==> src/sv/tgs_pkg.sv <==
package tgs_pkg;

  localparam int AXIS_MAX   = 32;
  localparam int FRAC_BITS  = 16;
  localparam int DATA_W     = 32;
  localparam int DIM_W      = 6;
  localparam int AXIS_BITS  = $clog2(AXIS_MAX);
  localparam int HALF_BITS  = AXIS_BITS - 1;
  localparam int POS_W      = AXIS_BITS + FRAC_BITS;
  localparam int PROD_W     = 2 * DATA_W;
  localparam int NUM_BANKS  = 8;
  localparam int BANK_SEL_W = $clog2(NUM_BANKS);
  localparam int BANK_DEPTH = (AXIS_MAX * AXIS_MAX * AXIS_MAX) / NUM_BANKS;
  localparam int BANK_AW    = 3 * HALF_BITS;
  localparam int Q_DEPTH    = 4;
  localparam int Q_PTR_W    = $clog2(Q_DEPTH);
  localparam int Q_LVL_W    = $clog2(Q_DEPTH + 1);

  typedef enum logic {
    CMD_LOAD   = 1'b0,
    CMD_SAMPLE = 1'b1
  } cmd_e;

  // classified item as it waits in the queue
  typedef struct packed {
    cmd_e                 cmd;
    logic [AXIS_BITS-1:0] cx;
    logic [AXIS_BITS-1:0] cy;
    logic [AXIS_BITS-1:0] cz;
    logic [DATA_W-1:0]    value;
    logic [DATA_W-1:0]    dx;
    logic [DATA_W-1:0]    dy;
    logic [DATA_W-1:0]    dz;
  } item_t;

  typedef struct packed {
    logic [DATA_W-1:0] inv_cell_size;
    logic [DIM_W-1:0]  dim_x;
    logic [DIM_W-1:0]  dim_y;
    logic [DIM_W-1:0]  dim_z;
  } back_cfg_t;

  // positive part of query minus origin, zero when not above the origin
  function automatic logic [DATA_W-1:0] pos_diff(input logic [DATA_W-1:0] q,
                                                 input logic [DATA_W-1:0] org);
    logic signed [DATA_W:0] d;
    d = $signed({q[DATA_W-1], q}) - $signed({org[DATA_W-1], org});
    if (d <= 0) begin
      return '0;
    end
    return d[DATA_W-1:0];
  endfunction

  // (dim-1) << FRAC_BITS with dim clamped to [1, AXIS_MAX]
  function automatic logic [POS_W-1:0] axis_lim(input logic [DIM_W-1:0] dim);
    logic [AXIS_BITS-1:0] m1;
    if (dim == '0) begin
      m1 = '0;
    end else if (dim > DIM_W'(AXIS_MAX)) begin
      m1 = AXIS_BITS'(AXIS_MAX - 1);
    end else begin
      m1 = AXIS_BITS'(dim - 1'b1);
    end
    return {m1, {FRAC_BITS{1'b0}}};
  endfunction

  function automatic logic [POS_W-1:0] clamp_pos(input logic [PROD_W-1:0] prod,
                                                 input logic [DIM_W-1:0]  dim);
    logic [POS_W-1:0]           lim;
    logic [PROD_W-FRAC_BITS-1:0] pos;
    lim = axis_lim(dim);
    pos = prod[PROD_W-1:FRAC_BITS];
    if (pos > (PROD_W-FRAC_BITS)'(lim)) begin
      return lim;
    end
    return pos[POS_W-1:0];
  endfunction

  // a*(1-f) + b*f written as a + (b-a)*f, truncated
  function automatic logic [DATA_W-1:0] blend(input logic [DATA_W-1:0]    a,
                                              input logic [DATA_W-1:0]    b,
                                              input logic [FRAC_BITS-1:0] f);
    logic signed [DATA_W:0]             diff;
    logic signed [DATA_W+FRAC_BITS+1:0] acc;
    diff = $signed({1'b0, b}) - $signed({1'b0, a});
    acc  = $signed({2'b00, a, {FRAC_BITS{1'b0}}}) + diff * $signed({1'b0, f});
    if (f == '0) begin
      return a;
    end
    return acc[DATA_W+FRAC_BITS-1:FRAC_BITS];
  endfunction

endpackage

==> src/sv/tgs_fifo.sv <==
module tgs_fifo (
  input  logic                        clk_i,
  input  logic                        rst_ni,
  input  logic                        push_i,
  input  tgs_pkg::item_t              item_i,
  input  logic                        pop_i,
  output tgs_pkg::item_t              head_o,
  output logic                        full_o,
  output logic                        empty_o,
  output logic [tgs_pkg::Q_LVL_W-1:0] level_o
);
  import tgs_pkg::*;

  item_t                slot_q [Q_DEPTH];
  logic [Q_PTR_W-1:0]   wr_q, wr_d, rd_q, rd_d;
  logic [Q_LVL_W-1:0]   lvl_q, lvl_d;

  always_comb begin
    wr_d  = push_i ? wr_q + 1'b1 : wr_q;
    rd_d  = pop_i ? rd_q + 1'b1 : rd_q;
    lvl_d = lvl_q;
    if (push_i && !pop_i) begin
      lvl_d = lvl_q + 1'b1;
    end else if (pop_i && !push_i) begin
      lvl_d = lvl_q - 1'b1;
    end
  end

  always_ff @(posedge clk_i or negedge rst_ni) begin
    if (!rst_ni) begin
      wr_q  <= '0;
      rd_q  <= '0;
      lvl_q <= '0;
    end else begin
      wr_q  <= wr_d;
      rd_q  <= rd_d;
      lvl_q <= lvl_d;
    end
  end

  always_ff @(posedge clk_i) begin
    if (push_i) begin
      slot_q[wr_q] <= item_i;
    end
  end

  assign head_o  = slot_q[rd_q];
  assign full_o  = (lvl_q == Q_LVL_W'(Q_DEPTH));
  assign empty_o = (lvl_q == '0);
  assign level_o = lvl_q;
endmodule

==> config.mk <==
export PLATFORM = sky130hd
export DESIGN_NAME = tgs_fifo
export DESIGN_NICKNAME = d
export VERILOG_FILES = /design/src/sv/tgs_pkg.sv /design/src/sv/tgs_fifo.sv
export SDC_FILE = /design/constraint.sdc
export NUM_CORES = 1
export LEC_CHECK = 0
export BUFFER_PORTS_ARGS = -buffer_cell sky130_fd_sc_hd__buf_4
export CAP_MARGIN = 40
export CORE_ASPECT_RATIO = 1.25
export CORE_UTILIZATION = 61
export CTS_BUF_LIST = sky130_fd_sc_hd__clkbuf_16
export DETAILED_ROUTE_END_ITERATION = 12
export HOLD_SLACK_MARGIN = 0.08
export MAX_ROUTING_LAYER = met4
export PLACE_DENSITY = 0.83
export SYNTH_ARGS = -nofsm -noshare
export SYNTH_HDL_FRONTEND = slang
export SYNTH_SLANG_ARGS = --single-unit
==> constraint.sdc <==
create_clock -name clk_i -period 13.7 [get_ports clk_i]
set_input_delay 2.055 -clock clk_i [delete_from_list [all_inputs] [get_ports clk_i]]
set_output_delay 2.055 -clock clk_i [all_outputs]
set_load 0.05 [all_outputs]
==> impl_metrics.json <==
{
  "io_pins": 297,
  "cpLargestDelayFamily": "buffers and inverters",
  "power_density_mw_per_mm2": 251,
  "syn_nets": 940,
  "hold_ws_ps": 526,
  "syn_area_mm2": 0.0212,
  "min_to": "level_o[2]",
  "cts-buffers-inserted": 52,
  "r2r-start": "wr_q[1]",
  "drt-vias-per-instance": 5.90,
  "synth.distinct_cells": 19,
  "grt.total_usage_pct": 24.4,
  "place_ws_ps": 8310,
  "postLayoutSetupSlackWorst_ps": 7810,
  "ctsResizeCount": 0,
  "ff2ff_path_depth": 5,
  "final_net_count": 1279,
  "cp_max_fo": 40,
  "ctsHoldBuffers": 0,
  "cts_tree": "built",
  "cp-start-kind": "flop",
  "rsz0062_at_grt": "false",
  "leakage_nw": 8.82,
  "hold_class": "reg2reg",
  "hold_viol": 0,
  "slew_headroom_pct": 46.1,
  "required_ps": 11640,
  "vias": 9615,
  "portBuffers": 296,
  "fin_skew_ps": 15.7,
  "worstPathBufferInverterCount": 3,
  "finalCritPeriodShare_pct": 43.0,
  "post-route-util_pct": 75.7,
  "r2r-end": "slot_q[1][27]",
  "seq_area_mm2": 0.0175,
  "max_freq_ghz": 0.170,
  "start_util_pct": 62.5,
  "dp_hpwl_um": 25000,
  "cts_buffer_depth": 3,
  "gp_congestion": 0.754,
  "slew_violations": 0,
  "fillers": 1707,
  "yosys_warnings": 0,
  "hold_start": "level_o[2]",
  "min_period_ps": 5890,
  "multi_input_area_mm2": 0.00345,
  "synthCells": 786,
  "synth_seq_area_share_pct": 82.6,
  "peakVddDrop_v": 0.000175,
  "max_stage_delay_ps": 850,
  "drt_iter0_drc": 782,
  "antenna_found_initial": 3,
  "path_clk_slew_ps": 60,
  "grt-ovfl-total": 0,
  "cts-root-buf": "clkbuf_16",
  "die_area_mm2": 0.0354,
  "routedWlPerCell_um": 25.2,
  "worstSetupPathType": "reg2out",
  "hold_depth": 1,
  "dieHeight_um": 210,
  "area_growth_syn_to_layout_pct": 21.3,
  "clkSinkCount": 583,
  "rrSetupSlack_ps": 10490,
  "avgSynthCellArea_um2": 26.9,
  "tightest_slew_ps": 808,
  "maxCapViolCount": 0,
  "path_cells": "buf_4 > buf_4 > mux4_2 > buf_4",
  "grt_max_degree": 54,
  "clkLatencyLatePin_ps": 560,
  "drtPass1Iterations": 5,
  "cts_setup_buffers": 0,
  "fin_tns_setup_ps": 0,
  "cp-end-kind": "output port",
  "cpMostUsedCell": "buf_4",
  "coreArea_mm2": 0.0339,
  "cts_htree_levels": 2,
  "die_width_um": 169,
  "drt_wl_total_um": 41100,
  "drc": 0,
  "grt_pass1_vias": 10300,
  "ant_nets": 0,
  "drive_gt1_share_pct": 45.5,
  "grt_first_pass_wirelength_um": 60700,
  "rows": 75,
  "cp_slowest_cell": "dfrtp_4",
  "crit_arrival_ps": 3840,
  "synth_seq_cells": 583,
  "status": "completed",
  "setup_viol": 0
}
## synthesized netlist by cell type (all sizes together)
cell | n | share of area, %
and2 | 4 | 0.12
fa | 1 | 0.095
nor2 | 1 | 0.018
nor3 | 1 | 0.024
mux4 | 144 | 15
o21ai | 1 | 0.024
edfxtp | 576 | 82
mux2 | 1 | 0.053
ha | 5 | 0.30
xor2 | 4 | 0.17
clkbuf | 1 | 0.018
inv | 4 | 0.071
nand2 | 2 | 0.035
buf | 31 | 1.1
xnor2 | 2 | 0.083
nor3b | 1 | 0.035
dfrtp | 7 | 0.83
## power by group
| group | leakage (nW) | switching, mW | internal, mW | total [mW] |
|---|---|---|---|---|
| clock | 0.840 | 0.594 | 0.772 | 1.37 |
| combinational | 2.61 | 1.73 | 0.887 | 2.62 |
| sequential | 5.37 | 0.116 | 2.33 | 2.45 |
## registers in the layout, indices dropped and copies added (netlist names)
register and count:
level_o 3, rd_q 2, slot_q 576, wr_q 2
## layout by cell type, fill, tap and decap left out, drive strengths merged
master	count
and2	4
buf	317
bufinv	4
clkbuf	53
clkinv	21
clkinvlp	1
dfrtp	7
diode	3
edfxtp	576
fa	1
ha	5
inv	20
mux2	1
mux4	144
nand2	2
nor2	1
nor3	1
nor3b	1
o21ai	1
xnor2	2
xor2	4
## worst register-to-register path, stage by stage, from the launching register on
cell and delay, ps:
dfrtp_1 410, inv_1 100, ha_1 160, and2_4 550
buf_4 790, buf_4 790
## cells by family after synthesis
| kind of cell | after synthesis | share of synthesized area [%] |
|---|---|---|
| adder cells (fa/ha/maj) | 6 | 0.390 |
| AO/OA/AOI/OAI | 1 | 0.0236 |
| XOR/XNOR | 6 | 0.248 |
| multiplexers | 145 | 15.4 |
| buffers and inverters | 36 | 1.17 |
| flip-flops | 583 | 82.6 |
| AND/OR/NAND/NOR | 9 | 0.231 |
## metal layers
metal / share of wire [%] / GRT usage [%] / up-vias
met5: 0 / - / -
met4: 4.1 / 10.9 / 0
met3: 7.0 / 5.33 / 102
met2: 52 / 39.4 / 434
met1: 37 / 30.1 / 4995
li1: - / - / 4084
## layout make-up
cell class	count	area share [%]
clock inverter	42	1.08
clock buffer	53	5.17
tap	462	2.25
sequential	583	68.1
antenna	3	0.0293
timing repair buffer	317	9.84
multi-input combinational	167	13.5
inverter	4	0.0585
## worst max path at each step
stage / startpoint / endpoint / slack (ps) / cells after the start
after detailed placement: rd_q[0] / head_o[84] / 8310 / 4
after global placement: rd_q[0] / head_o[84] / 8270 / 4
after floorplan: push_i / slot_q[1][0] / 7840 / 1
after CTS: rd_q[0] / head_o[94] / 7660 / 4
final: rd_q[0] / head_o[70] / 7810 / 4
after global routing: rd_q[0] / head_o[70] / 7480 / 4
## metrics by stage
stage | area [um^2] | cells | power [mW]
3_3_place_gp | 23800 | 1525 | 5.04
6_report | 25700 | 1631 | 6.43
2_1_floorplan | 21200 | 786 | 4.39
5_1_grt | 25700 | 1631 | 6.63
3_5_place_dp | 24100 | 1533 | 5.11
4_1_cts | 25700 | 1628 | 6.48
(Power assumes the default switching activity.)
