### src/sv/tgs_pkg.sv
package tgs_pkg;

  localparam int AXIS_MAX   = 32;
  localparam int FRAC_BITS  = 16;
  localparam int DATA_W     = 32;
  localparam int DIM_W      = 6;
  localparam int AXIS_BITS  = $clog2(AXIS_MAX);
  localparam int HALF_BITS  = AXIS_BITS - 1;
  localparam int POS_W      = AXIS_BITS + FRAC_BITS;
  localparam int PROD_W     = 2 * DATA_W;
  localparam int NUM_BANKS  = 8;
  localparam int BANK_SEL_W = $clog2(NUM_BANKS);
  localparam int BANK_DEPTH = (AXIS_MAX * AXIS_MAX * AXIS_MAX) / NUM_BANKS;
  localparam int BANK_AW    = 3 * HALF_BITS;
  localparam int Q_DEPTH    = 4;
  localparam int Q_PTR_W    = $clog2(Q_DEPTH);
  localparam int Q_LVL_W    = $clog2(Q_DEPTH + 1);

  typedef enum logic {
    CMD_LOAD   = 1'b0,
    CMD_SAMPLE = 1'b1
  } cmd_e;

  // classified item as it waits in the queue
  typedef struct packed {
    cmd_e                 cmd;
    logic [AXIS_BITS-1:0] cx;
    logic [AXIS_BITS-1:0] cy;
    logic [AXIS_BITS-1:0] cz;
    logic [DATA_W-1:0]    value;
    logic [DATA_W-1:0]    dx;
    logic [DATA_W-1:0]    dy;
    logic [DATA_W-1:0]    dz;
  } item_t;

  typedef struct packed {
    logic [DATA_W-1:0] inv_cell_size;
    logic [DIM_W-1:0]  dim_x;
    logic [DIM_W-1:0]  dim_y;
    logic [DIM_W-1:0]  dim_z;
  } back_cfg_t;

  // positive part of query minus origin, zero when not above the origin
  function automatic logic [DATA_W-1:0] pos_diff(input logic [DATA_W-1:0] q,
                                                 input logic [DATA_W-1:0] org);
    logic signed [DATA_W:0] d;
    d = $signed({q[DATA_W-1], q}) - $signed({org[DATA_W-1], org});
    if (d <= 0) begin
      return '0;
    end
    return d[DATA_W-1:0];
  endfunction

  // (dim-1) << FRAC_BITS with dim clamped to [1, AXIS_MAX]
  function automatic logic [POS_W-1:0] axis_lim(input logic [DIM_W-1:0] dim);
    logic [AXIS_BITS-1:0] m1;
    if (dim == '0) begin
      m1 = '0;
    end else if (dim > DIM_W'(AXIS_MAX)) begin
      m1 = AXIS_BITS'(AXIS_MAX - 1);
    end else begin
      m1 = AXIS_BITS'(dim - 1'b1);
    end
    return {m1, {FRAC_BITS{1'b0}}};
  endfunction

  function automatic logic [POS_W-1:0] clamp_pos(input logic [PROD_W-1:0] prod,
                                                 input logic [DIM_W-1:0]  dim);
    logic [POS_W-1:0]           lim;
    logic [PROD_W-FRAC_BITS-1:0] pos;
    lim = axis_lim(dim);
    pos = prod[PROD_W-1:FRAC_BITS];
    if (pos > (PROD_W-FRAC_BITS)'(lim)) begin
      return lim;
    end
    return pos[POS_W-1:0];
  endfunction

  // a*(1-f) + b*f written as a + (b-a)*f, truncated
  function automatic logic [DATA_W-1:0] blend(input logic [DATA_W-1:0]    a,
                                              input logic [DATA_W-1:0]    b,
                                              input logic [FRAC_BITS-1:0] f);
    logic signed [DATA_W:0]             diff;
    logic signed [DATA_W+FRAC_BITS+1:0] acc;
    diff = $signed({1'b0, b}) - $signed({1'b0, a});
    acc  = $signed({2'b00, a, {FRAC_BITS{1'b0}}}) + diff * $signed({1'b0, f});
    if (f == '0) begin
      return a;
    end
    return acc[DATA_W+FRAC_BITS-1:FRAC_BITS];
  endfunction

endpackage

### src/sv/tgs_front.sv
module tgs_front (
  input  logic                          in_valid_i,
  output logic                          in_stall_o,
  input  logic                          command_i,
  input  logic [tgs_pkg::AXIS_BITS-1:0] cell_x_i,
  input  logic [tgs_pkg::AXIS_BITS-1:0] cell_y_i,
  input  logic [tgs_pkg::AXIS_BITS-1:0] cell_z_i,
  input  logic [tgs_pkg::DATA_W-1:0]    cell_value_i,
  input  logic [tgs_pkg::DATA_W-1:0]    query_x_i,
  input  logic [tgs_pkg::DATA_W-1:0]    query_y_i,
  input  logic [tgs_pkg::DATA_W-1:0]    query_z_i,
  input  logic [tgs_pkg::DATA_W-1:0]    origin_x_i,
  input  logic [tgs_pkg::DATA_W-1:0]    origin_y_i,
  input  logic [tgs_pkg::DATA_W-1:0]    origin_z_i,
  input  logic                          q_full_i,
  output logic                          push_o,
  output tgs_pkg::item_t                item_o
);
  import tgs_pkg::*;

  assign in_stall_o = q_full_i;
  assign push_o     = in_valid_i && !q_full_i;

  always_comb begin
    item_o.cmd   = (command_i == 1'b1) ? CMD_SAMPLE : CMD_LOAD;
    item_o.cx    = cell_x_i;
    item_o.cy    = cell_y_i;
    item_o.cz    = cell_z_i;
    item_o.value = cell_value_i;
    item_o.dx    = pos_diff(query_x_i, origin_x_i);
    item_o.dy    = pos_diff(query_y_i, origin_y_i);
    item_o.dz    = pos_diff(query_z_i, origin_z_i);
  end
endmodule

### config.mk
export PLATFORM = sky130hd
export DESIGN_NAME = tgs_front
export DESIGN_NICKNAME = d
export VERILOG_FILES = /design/src/sv/tgs_pkg.sv /design/src/sv/tgs_front.sv
export SDC_FILE = /design/constraint.sdc
export NUM_CORES = 1
export LEC_CHECK = 0
export ABC_AREA = 1
export BUFFER_PORTS_ARGS = -buffer_cell sky130_fd_sc_hd__buf_2
export CAP_MARGIN = 10
export CORE_MARGIN = 2
export CORE_UTILIZATION = 30
export DETAILED_ROUTE_END_ITERATION = 8
export GPL_TIMING_DRIVEN = 0
export PLACE_DENSITY = 0.52
export SLEW_MARGIN = 10
export SYNTH_ARGS = -nofsm -noshare
export SYNTH_HDL_FRONTEND = slang
export SYNTH_SLANG_ARGS = --single-unit
### constraint.sdc
create_clock -name vclk -period 5.9
set_input_delay 0.59 -clock vclk [all_inputs]
set_output_delay 0.59 -clock vclk [all_outputs]
set_load 0.005 [all_outputs]
==> impl_metrics.tcl, run 1 <==
set metrics [dict create \
    grt_pass1_wl_um 54370 \
    ctsResizeCount 0 \
    die_x_um 180.3 \
    dpl_cell_area_um2 11520 \
    ys_seq_area_share_pct 0 \
    hpwl_um 31220 \
    synthCells 2023 \
    dr_total_vias 12035 \
    avgViaCountPerCell 4.362 \
    core_area_um2 30590 \
    post-cts-setup-buffers 0 \
    arrival_ps 3470 \
    period_minus_slack_ps 4063 \
    antenna_found_initial 0 \
    drt_drc_violations_left 0 \
    drtIter0Drc 565 \
    syn_area_um2 9320 \
    cp.required_ps 5310 \
    seq_cells 0 \
    fmax_ghz 0.2461 \
    setup_viol 0 \
    layout_common_cells "nand2_1, inv_1, buf_2" \
    route.antenna.remaining_nets 0 \
    critPathKind "primary input to output pin" \
    crit_path_start_kind "primary input" \
    multi_input_area_um2 6835 \
    worstMarginPinSlew_ps 511.6 \
    leakagePower_nw 8.202 \
    n_clock_buffer 0 \
    synth_top_area_share_pct 31.05 \
    grt_max_degree 11 \
    ctsHoldBuffers 0 \
    die_area_um2 32490 \
    drive_gt1_share_pct 17.77 \
    dr.pass1.iters 5 \
    drv_slew 0 \
    gp_congestion 0.9482 \
    crit_fanout 10 \
    ir_worst_vdd_mv 0.05310 \
    std_cell_rows 64 \
    wl_per_cell_um 12.28 \
    final.fill_count 3702 \
    synth_nets 2364 \
    grt.overflow.total 0 \
    place_worst_setup_slack_ps 1899 \
    final_common_cell "nand2_1" \
    numPortBuffers 340 \
    start_util_pct 30.47 \
    design_area_um2 11520 \
    setup_ws_ps 1837 \
    n_antenna_cell 0 \
    outcome "completed" \
    final_nets 2706 \
    whs_ps 1345 \
    powerDensity_nw_per_um2 113.9 \
    grt_pass1_vias 11405 \
    track_usage_pct 19.94 \
    die_y_um 180.3 \
    rsz0062_at_grt "no" \
    critPathCaptureType "output pin" \
    relSlewSlack_pct 65.89 \
    yosys-top-cells-area "nand2_1, inv_1, ha_1" \
    ys_warn_count 0 \
    setup_tns_ps 0 \
    totalWireLength_um 33890 \
    avgSynthCellArea_um2 4.607 \
    synth_area_leader_cell "nand2_1" \
    synth_cell_types 25 \
    period_share_pct 68.87 \
    hold_viol 0 \
    ios 388 \
    syn_to_final_growth_pct 23.57 \
    regArea_um2 0 \
    max_cap_viol_count 0 \
    hp-class "primary input to output pin" \
]
power by group:
group,internal [W],switching [W]
sequential,0,0
combinational,0.000508,0.000804
clock,0,0
total,0.000508,0.000804
per-stage QoR:
| step | total power, W | util, % | std cells |
|---|---|---|---|
| 2_1_floorplan | 0.0008438 | - | 2023 |
| 3_3_place_gp | 0.001310 | 37.65 | 2759 |
| 3_5_place_dp | 0.001312 | 37.65 | 2759 |
| 4_1_cts | 0.001318 | 37.65 | 2759 |
| 5_1_grt | 0.001494 | 37.65 | 2759 |
| 6_report | 0.001312 | 37.65 | 2759 |
final timing paths:
path,end,from,cells past startpoint
hold / removal,item_o[135],cell_y_i[2],2
setup / recovery,item_o[5],query_z_i[0],22
area by class of cell:
| cell class | count | area share (%) |
|---|---|---|
| Inverter | 535 | 17.44 |
| Tap cell | 396 | 4.302 |
| Multi-Input combinational cell | 1429 | 59.35 |
| Buffer | 59 | 4.139 |
| Timing Repair Buffer | 340 | 14.77 |
worst max-delay path, cell delays in order:
cell and delay [ps]:
buf_2 80, inv_1 40, ha_1 220, fa_1 410
inv_1 90, nand3_1 60, nand3_1 170, nand2_1 80
nand2_1 140, nand2_1 90, nand2_1 60, nand2_1 40
nand2_1 90, nand2_1 60, nor2_1 110, nand2_1 60
nor2_1 300, nand3_1 140, nand2_2 260, buf_6 190
nor2_1 60, buf_2 130
synthesized netlist by cell type:
cell	n
nand2_1	771
inv_1	533
nor2_1	265
nand3_1	108
ha_1	96
a21oi_1	60
buf_4	50
o21ai_0	21
nand4_1	20
nand3b_1	15
xnor2_1	15
nand2_2	12
nor3_1	10
xor2_1	10
buf_6	9
o21bai_1	6
and2_1	5
nor2_2	5
fa_1	3
a31oi_1	2
and3_1	2
inv_2	2
nand3_2	1
nor3_2	1
o21ai_1	1
cells by family after synthesis:
group           count (synthesis)  share of synthesized area (%)
simple gates                 1215                          52.44
buf+inv                       594                          26.66
fa+ha+maj                      99                          13.53
compound gates                 90                          5.021
xor+xnor                       25                          2.349
routing by layer:
layer	part of all wire (%)	vias up	track usage, %
li1	-	6565	-
met1	47	5089	26.11
met2	46	353	36.47
met3	4.7	28	0.9499
met4	1.9	0	3.355
met5	0	-	0
Power figures use the tool's default switching activity.
==> run 2, diff against run 1 <==
ABC_AREA = 0   (was 1)
PLACE_DENSITY = 0.57   (was 0.52)
clock period = 3.9 ns   (was 5.9 ns; I/O delays follow)
==> impl_metrics.tcl, run 2 <==
set metrics [dict create \
    synth_top_area_share_pct 19.03 \
    switching_power_w 0.0008185 \
    synth_top_family_by_area "compound AO/OA/AOI/OAI gates" \
    internal_power_w 0.0007003 \
    critPathKind "primary input to output pin" \
    stdcell_count 1585 \
    track_usage_pct 18.49 \
    crit_fanout 10 \
    drtIter0Drc 333 \
    synth_xor_area_share_pct 8.464 \
    drv_slew 0 \
    syn_to_final_growth_pct 33.30 \
    hpwl_um 19780 \
    dr.pass1.iters 5 \
    synth.most_common_cell "nor2_1" \
    arrival_ps 3320 \
    totalWireLength_um 22340 \
    die_y_um 149.1 \
    hold_end "item_o[141]" \
    final_common_cell "buf_2" \
    seq_cells 0 \
    muxShareOfSynthArea_pct 0.9713 \
    leakagePower_nw 4.692 \
    avgSynthCellArea_um2 6.548 \
    layout_common_cells "buf_2, nor2_1, inv_1" \
    gp_congestion 0.8972 \
    swShare_pct 53.89 \
    cp.required_ps 3510 \
    ys_seq_area_share_pct 0 \
    die_area_um2 22220 \
    core_area_um2 20820 \
    final.fill_count 2298 \
    wl_per_cell_um 14.09 \
    grt.overflow.total 0 \
    hold_viol 0 \
    comb_power_share_pct 100.0 \
    drt_drc_violations_left 0 \
    synth_nets 1305 \
    place_worst_setup_slack_ps -42.07 \
    grt_pass1_wl_um 34330 \
    worstMarginPinSlew_ps 623.3 \
    setup_ws_ps 185.6 \
    route.antenna.remaining_nets 0 \
    seq_power_share_pct 0 \
    synthTopCellsByCount "nor2_1, inv_1, ha_1" \
    synth_area_leader_cell "ha_1" \
    die_x_um 149.1 \
    ctsHoldBuffers 0 \
    ys_warn_count 0 \
    regArea_um2 0 \
    synthCells 964 \
    critPathCaptureType "output pin" \
    worstHoldStart "cell_x_i[3]" \
    dp_cells 1579 \
    max_cap_viol_count 0 \
    setup_viol 0 \
    crit_path_start_kind "primary input" \
    numPortBuffers 340 \
    synth_fa_ha_area_share_pct 19.98 \
    relSlewSlack_pct 58.07 \
    pwr-share-clk_pct 0 \
    synth_cell_types 76 \
    whs_ps 944.7 \
    hp-class "primary input to output pin" \
    avgViaCountPerCell 4.974 \
    n_clock_buffer 0 \
    final_nets 1650 \
    synth-compound-area-share_pct 30.92 \
    dr_total_vias 7883 \
    outcome "completed" \
    antenna_found_initial 8 \
    ir_worst_vdd_mv 0.07073 \
    synth-simple-area-share_pct 24.28 \
    fmax_ghz 0.2692 \
    period_share_pct 95.24 \
    grt_max_degree 11 \
    std_cell_rows 53 \
    min_path_cells 2 \
    syn_area_um2 6312 \
    start_util_pct 30.31 \
    powerDensity_nw_per_um2 180.5 \
    yosys-top-cells-area "ha_1, nor2_1, inv_1" \
    grt_pass1_vias 7062 \
    drive_gt1_share_pct 34.12 \
    ios 388 \
    period_minus_slack_ps 3714 \
]
==> run 2: cell types whose count changed after synthesis, sizes merged, moves of 16 or more <==
| cell | delta |
|---|---|
| xnor2 | +16 |
| nand3 | -83 |
| o21ai | +37 |
| xor2 | +20 |
| inv | -415 |
| a21oi | +23 |
| a21o | +36 |
| nand2 | -740 |
| nor3 | +26 |
| nor2 | -146 |
==> run 2: power by group through the flow <==
stage                     clock network (W)  registers (W)  logic, W
after floorplan                           0              0  0.000960
after CTS                                 0              0   0.00152
final                        0.000000000103              0   0.00152
after global routing        0.0000000000344              0   0.00170
after global placement                    0              0   0.00151
after detailed placement                  0              0   0.00151
==> run 2: layer usage <==
layer | vias to the layer above | GRT usage [%] | wire length, µm
met4 | 10 | 3.095 | 344
li1 | 4038 | - | -
met5 | - | 0 | 70
met3 | 24 | 3.700 | 1838
met1 | 3524 | 23.48 | 9593
met2 | 287 | 32.74 | 10490
==> run 2: worst max-delay path by stage <==
stage                       from          to  slack [ps]  cells after the start
floorplan           query_x_i[0]  item_o[81]         750                     13
global placement    query_x_i[0]  item_o[79]          -8                     14
detailed placement  query_x_i[0]  item_o[79]         -40                     14
CTS                 query_x_i[0]  item_o[79]          10                     14
global route        query_x_i[0]  item_o[85]          -9                     15
finish              query_z_i[0]  item_o[27]         190                     14
==> run 2: critical path, stage by stage <==
cell and delay [ps]:
buf_2 70, inv_1 30, ha_1 210, fa_1 410, or2b_1 270, a2111oi_2 320
a211o_2 240, a22oi_2 110, a221oi_4 300, o211ai_2 130, a22o_1 240, buf_6 170
a31oi_1 250, buf_2 170
==> run 2: logic make-up (layout without fill, tap and decap cells) <==
family	Yosys count	in the layout
adder cells (fa/ha/maj)	99	99
buffers and inverters	194	537
other	0	3
AND/OR/NAND/NOR	317	317
XOR/XNOR	61	61
AO/OA/AOI/OAI	287	287
multiplexers	6	6
==> run 2: area by class of cell <==
type	count	area [µm²]	area share [%]
Timing Repair Buffer	343	1724	20.49
Inverter	120	450.4	5.353
Buffer	74	520.5	6.186
Tap cell	275	344.1	4.089
Antenna cell	3	7.507	0.08922
Multi-Input combinational cell	770	5368	63.79
==> run 2: repair_timing <==
item	4_1_cts	5_1_grt
buffers inserted	0	3
endpoints found under the setup margin	2	27
resized for setup	1	3
pin swaps	0	2
==> run 2: through the flow <==
step / utilization [%] / setup TNS, ps / instance area [µm²] / power, W
global route: 40.39 / -8.833 / 8409 / 0.001697
finish: 40.41 / 0 / 8414 / 0.001519
detailed placement: 40.14 / -42.07 / 8358 / 0.001507
global placement: 40.14 / -8.313 / 8358 / 0.001505
CTS: 40.17 / 0 / 8364 / 0.001517
floorplan: - / 0 / 6312 / 0.0009600
==> run 3, diff against run 2 <==
BUFFER_PORTS_ARGS = -buffer_cell sky130_fd_sc_hd__clkbuf_2   (was -buffer_cell sky130_fd_sc_hd__buf_2)
CELL_PAD_IN_SITES_DETAIL_PLACEMENT = 1   (was default)
CELL_PAD_IN_SITES_GLOBAL_PLACEMENT = 1   (was default)
PLACE_DENSITY = 0.83   (was 0.57)
==> impl_metrics.tcl, run 3 (synthesized netlist as in run 2, its figures left out) <==
set metrics [dict create \
    antenna_found_initial 0 \
    cp.required_ps 3510 \
    worstHoldStart "cell_x_i[3]" \
    final.fill_count 2879 \
    period_share_pct 96.03 \
    relSlewSlack_pct 59.36 \
    final_common_cell "clkbuf_2" \
    numPortBuffers 340 \
    drive_gt1_share_pct 34.35 \
    avgViaCountPerCell 5.128 \
    dr.pass1.iters 4 \
    leakagePower_nw 4.735 \
    period_minus_slack_ps 3745 \
    ios 388 \
    grt_pass1_vias 8070 \
    whs_ps 947.2 \
    core_area_um2 20820 \
    wl_per_cell_um 15.49 \
    layout_common_cells "clkbuf_2, nor2_1, inv_1" \
    start_util_pct 30.31 \
    n_clock_buffer 0 \
    drt_drc_violations_left 0 \
    fmax_ghz 0.2670 \
    seq_cells 0 \
    track_usage_pct 20.49 \
    regArea_um2 0 \
    syn_to_final_growth_pct 33.26 \
    final_nets 1650 \
    outcome "completed" \
    drv_slew 0 \
    ir_worst_vdd_mv 0.08204 \
    grt_pass1_wl_um 38360 \
    arrival_ps 3360 \
    startpoint "query_y_i[0]" \
    die_y_um 149.1 \
    crit_path_start_kind "primary input" \
    route.antenna.remaining_nets 0 \
    n_antenna_cell 0 \
    total_power_w 0.001557 \
    hp-class "primary input to output pin" \
    die_area_um2 22220 \
    crit_fanout 10 \
    dr_total_vias 8112 \
    hpwl_um 21780 \
    grt_max_degree 11 \
    rsz0062_at_grt "no" \
    gp_congestion 0.9305 \
    hold_viol 0 \
    grt.overflow.total 0 \
    worstMarginPinSlew_ps 604.2 \
    totalWireLength_um 24500 \
    max_cap_viol_count 0 \
    critPathKind "primary input to output pin" \
    setup_viol 0 \
    std_cell_rows 53 \
    die_x_um 149.1 \
    critPathCaptureType "output pin" \
    drtIter0Drc 209 \
    powerDensity_nw_per_um2 185.0 \
]
[run 3: through the flow]
step                setup slack (ps)  TNS [ps]  util, %  cells  area, µm²
floorplan                      749.2         0        -    964       6312
global placement              -150.0    -346.0    40.14   1579       8358
detailed placement            -159.0    -705.9    40.14   1579       8358
CTS                            18.34         0    40.23   1580       8377
global route                   16.73         0    40.40   1582       8412
finish                         155.0         0    40.40   1582       8412
[run 3: critical path: stages]
cell and delay [ps]:
clkbuf_2 80, inv_1 30, ha_1 230, fa_1 420
nor2b_1 220, o31a_1 210, o211a_1 240, o211a_1 170
o21ai_1 120, a21oi_2 250, a41oi_2 210, buf_2 270
nor3_1 330, clkbuf_2 180
[run 3: power by group]
part	switching [W]	leakage, nW	internal [W]
logic	0.000854	4.74	0.000703
registers	0	0	0
clock network	0	0	0
[run 3: worst paths after layout]
kind                          end  slack [ps]  depth (start not counted)
worst max-delay path   item_o[55]         150                         14
worst min-delay path  item_o[141]         950                          2
[run 3: repair_timing]
item                       CTS  global route
hold endpoints to repair     0             0
gates resized for setup      2             5
hold buffers                 0             0
setup endpoints to repair   19            33
cloned                       0             0
pin swaps                    1             2
setup buffers                1             2
[run 3: area by class of cell]
cell class	count	area [µm²]	share of cell area (%)
multi-input combinational	770	5373	63.87
inverter	120	450.4	5.355
buffer	74	520.5	6.188
tap	275	344.1	4.090
timing repair buffer	343	1724	20.50
[run 3: per-layer routing]
metal | vias to the layer above | GRT usage [%] | wire length, µm
li1 | 4037 | - | -
met1 | 3780 | 24.46 | 10160
met2 | 259 | 39.17 | 12350
met3 | 36 | 2.141 | 1375
met4 | 0 | 4.524 | 621
met5 | - | 0 | 0
